<file path="config.mk">
export PLATFORM = sky130hd
export DESIGN_NAME = jpit_mul
export DESIGN_NICKNAME = d
export VERILOG_FILES = /design/src/design/jpit_pkg.sv /design/src/design/jpit_mul.sv
export SDC_FILE = /design/constraint.sdc
export NUM_CORES = 2
export LEC_CHECK = 0
export BUFFER_PORTS_ARGS = -buffer_cell sky130_fd_sc_hd__buf_4
export CORE_MARGIN = 1
export CORE_UTILIZATION = 38
export DETAILED_ROUTE_END_ITERATION = 10
export GPL_ROUTABILITY_DRIVEN = 0
export GPL_TIMING_DRIVEN = 0
export PLACE_DENSITY = 0.6
export SLEW_MARGIN = 0
export SYNTH_ARGS = -nofsm -noshare
export SYNTH_HDL_FRONTEND = slang
export SYNTH_SLANG_ARGS = --single-unit
</file>
<file path="constraint.sdc">
create_clock -name clock -period 7.1 [get_ports clock]
set_input_delay 0.355 -clock clock [delete_from_list [all_inputs] [get_ports clock]]
set_output_delay 0.355 -clock clock [all_outputs]
set_load 0.005 [all_outputs]
</file>
<file path="src/design/jpit_pkg.sv">
// Shared types and constants for the joint PD impedance torque block.
package jpit_pkg;

   localparam int unsigned QW    = 32;  // Q16.16 word
   localparam int unsigned ERRW  = 33;  // exact difference of two Q16.16 words
   localparam int unsigned GAINW = 31;  // unsigned gain and limit registers
   localparam int unsigned ALPW  = 16;  // filter weight, Q1.15
   localparam int unsigned PRODW = ERRW + QW;  // shared multiplier product
   localparam int unsigned ACCW  = PRODW + 1;  // accumulator

   localparam logic [ALPW-1:0] ALPHA_BYPASS = 16'd32765;
   localparam logic [ALPW:0]   ALPHA_ONE    = 17'd32768;

   // Configuration register indexes.
   typedef enum logic [2:0] {
      CSR_PROP_GAIN      = 3'd0,
      CSR_DERIV_GAIN     = 3'd1,
      CSR_EFFORT_LIMIT   = 3'd2,
      CSR_LIMIT_ENABLE   = 3'd3,
      CSR_GRAVITY_ENABLE = 3'd4,
      CSR_FILTER_ALPHA   = 3'd5,
      CSR_REF_VEL_LIMIT  = 3'd6,
      CSR_CHAINED_MODE   = 3'd7
   } csr_index_type;

   typedef enum logic [3:0] {
      ST_IDLE,
      ST_FILT_A,
      ST_FILT_B,
      ST_FILT_C,
      ST_PREP,
      ST_PMUL,
      ST_DMUL,
      ST_ACC_D,
      ST_ACC_FF,
      ST_SAT,
      ST_LIM,
      ST_OUT
   } state_type;

   // Operand pairs presented to the shared multiplier.
   typedef enum logic [2:0] {
      MUL_NONE,
      MUL_ALPHA_VEL,
      MUL_BETA_FILT,
      MUL_KP_ERR,
      MUL_KD_ERR
   } mul_sel_type;

   typedef struct packed {
      logic        ready;
      mul_sel_type mul_sel;
   } ctrl_type;

endpackage

</file>
<file path="src/design/jpit_mul.sv">
// Shared registered signed multiplier used by every product of the torque law.
module jpit_mul (
   input  logic                                clock,
   input  logic signed [jpit_pkg::ERRW-1:0]    op_a,
   input  logic signed [jpit_pkg::QW-1:0]      op_b,
   output logic signed [jpit_pkg::PRODW-1:0]   prod
);

   logic signed [jpit_pkg::PRODW-1:0] prod_ff;
   logic signed [jpit_pkg::PRODW-1:0] prod_in;

   always_comb begin
      prod_in = jpit_pkg::PRODW'(op_a) * jpit_pkg::PRODW'(op_b);
   end

   always_ff @(posedge clock) begin
      prod_ff <= prod_in;
   end

   assign prod = prod_ff;

endmodule
</file>
==> results.sh <==
export IMPL_first_iter_violations=2364
export IMPL_cp_top_family="adder cells"
export IMPL_cp_required_ns=7.45
export IMPL_track_usage_pct=27.5
export IMPL_antenna_found_initial=13
export IMPL_synth_xor_area_share_pct=1.62
export IMPL_routedWlPerCell_um=24.2
export IMPL_largest_reg_flops=65
export IMPL_rsz0062_at_grt="yes"
export IMPL_path_max_fanout=10
export IMPL_drcViolationCount=0
export IMPL_synthesis_area_um2=38500
export IMPL_postRouteAntennaNets=0
export IMPL_max_clock_path_buffers=2
export IMPL_synth_area_leaders="fa_1 58%, inv_1 9.7%, and2_1 8.7%"
export IMPL_hold_end="prod[0]$_DFF_P_"
export IMPL_ys_flop_type="dfxtp_1"
export IMPL_worstHoldStart="op_b[0]"
export IMPL_core_area_um2=100000
export IMPL_hpwl_um=116000
export IMPL_grt_max_degree=24
export IMPL_netlist_instances=4055
export IMPL_status="finished, violations left"
export IMPL_worstMarginPinSlew_ns=0.745
export IMPL_crit_arrival_ns=7.59
export IMPL_max_freq_mhz=138
export IMPL_fin_crit_sh_pct=102
export IMPL_ys_ff_latch=65
export IMPL_via_count=29059
export IMPL_dieArea_um2=102000
export IMPL_slowest_stage="fa_2"
export IMPL_final_layout_size_suffix_gt1_share_pct=15.4
export IMPL_fillerInstances=9453
export IMPL_async_flop_share_pct=0
export IMPL_relSlewSlack_pct=50.3
export IMPL_synth_edff_count=0
export IMPL_synth_top_family_by_area="adder cells"
export IMPL_ys_top_cells_by_count="1,112 x fa_1, 991 x inv_1, 539 x nand2_1"
export IMPL_synth_fa_ha_area_share_pct=63.9
export IMPL_cp_start_kind="primary input"
export IMPL_portBuffers=130
export IMPL_wl_um=136000
export IMPL_syn_nets=5419
export IMPL_violations="negative setup slack"
export IMPL_yosysMostFrequentCell="fa_1"
export IMPL_firstDrtPassIters=6
export IMPL_chipHeight_um=320
export IMPL_clock_sinks=65
export IMPL_first_global_vias=30809
export IMPL_clockRootBuffer="clkbuf_16"
export IMPL_setup_violations=3
export IMPL_ios=131
export IMPL_rows=116
export IMPL_cts_tree="done"
export IMPL_synth_top_area_share_pct=57.9
export IMPL_max_stage_delay_ns=0.71
export IMPL_crit_path_end_kind="flop"
export IMPL_area_growth_pct=18.3
export IMPL_syn_mean_instance_area_um2=9.48
export IMPL_nets=5650
export IMPL_synthSimpleGateAreaFrac_pct=15.8
export IMPL_muxShareOfSynthArea_pct=0.0293
export IMPL_synth_compound_area_share_pct=3.46
export IMPL_crit_top_cell="fa_1"
export IMPL_cts_buffers=9
export IMPL_final_hold_viol_count=0
export IMPL_ys_seq_area_share_pct=3.38
export IMPL_crit_buf_inv=7
export IMPL_hp_class="in -> reg"
export IMPL_hold_depth=2
export IMPL_setup_ws_ns=-0.136
export IMPL_grt_pass1_wl_um=204000
export IMPL_cts_htree_levels=3
export IMPL_final_util_pct=45.4
export IMPL_yosysWarnings=0
export IMPL_final_max_slew_violation_count=0
export IMPL_grt_overflow=0
export IMPL_path_class="in -> reg"
export IMPL_die_w_um=320
export IMPL_synth_cell_types=59
export IMPL_yosys_area_top_type="fa_1"
export IMPL_vias_per_cell=5.19
export IMPL_drv_cap=0
export IMPL_initial_core_util_pct=38.4
export IMPL_clk_pin_slew_ns=0.10
export IMPL_min_period_ns=7.24
-- how the worst max path moves through the flow --
stage | depth (start not counted) | to | slack (ns) | start
floorplan | 24 | prod[64]$_DFF_P_ | -0.03 | op_a[32]
global placement | 26 | prod[48]$_DFF_P_ | -3.13 | op_b[31]
detailed placement | 26 | prod[48]$_DFF_P_ | -3.04 | op_b[31]
CTS | 27 | prod[64]$_DFF_P_ | -0.12 | op_a[32]
global route | 26 | prod[64]$_DFF_P_ | -0.23 | op_a[13]
finish | 26 | prod[64]$_DFF_P_ | -0.14 | op_a[13]
-- per-layer routing --
metal / up-vias / routed length (µm) / track usage, %
met1: 15233 / 51800 / 36.3
met3: 339 / 13800 / 6.21
met4: 8 / 7160 / 12.0
li1: 12057 / - / -
met2: 1422 / 62700 / 43.2
met5: - / 55 / 0
-- logic make-up (layout without fill, tap and decap cells) --
group | Yosys count | count (layout)
adders and majority gates | 1298 | 1298
and+or+nand+nor | 1218 | 1218
buffers and inverters | 1202 | 1438
AOI/OAI and AO/OA | 200 | 200
xor gates and xnor gates | 71 | 71
DFF | 65 | 65
muxes | 1 | 1
other | 0 | 10
-- placed cells by master (no fill, tap or decap), types with 19 or more instances in the layout --
cell type	synthesis	final
xnor2_1	47	46
and2_1	535	526
inv_1	991	974
clkbuf_4	0	37
o21ai_0	37	21
fa_1	1112	1061
clkbuf_8	0	46
buf_4	0	207
ha_1	186	152
dfxtp_1	65	65
a21o_1	22	22
a21oi_1	60	35
buf_6	0	42
clkbuf_16	0	42
xor2_1	24	24
nor2_1	65	58
fa_2	0	51
ha_4	0	28
buf_8	0	19
nand2_1	539	526
buf_12	0	21
-- repair_timing --
| action | CTS | global route |
|---|---|---|
| gates cloned | 1 | 1 |
| setup endpoints to repair | 37 | 27 |
| buffers inserted | 56 | 43 |
| pin swaps | 91 | 114 |
| gates resized for setup | 669 | 248 |
| hold buffers | 0 | 0 |
-- area by class of cell --
class	instances	area (µm²)	area share (%)
inverter	991	3740	8.22
clock inverter	6	115	0.253
sequential	65	1300	2.86
antenna	10	25.0	0.0550
timing repair buffer	229	2020	4.44
multi-input combinational	2788	33900	74.4
clock buffer	10	239	0.525
buffer	202	2560	5.63
tap	1298	1620	3.57
-- metrics by stage --
stage	cells	hold slack [ns]	setup WS (ns)	setup TNS (ns)	cell area (µm²)
final	5599	0.241	-0.136	-0.215	45500
after global routing	5591	0.232	-0.229	-1.20	45500
after CTS	5549	0.273	-0.115	-0.164	44400
after detailed placement	5483	0.733	-3.04	-62.47	41100
after global placement	5483	0.734	-3.13	-63.70	41100
after floorplan	4055	0.482	-0.0255	-0.0255	38500
Power is not shown: default switching activity piles up to over one toggle a cycle in this logic, so the estimate is an artifact.
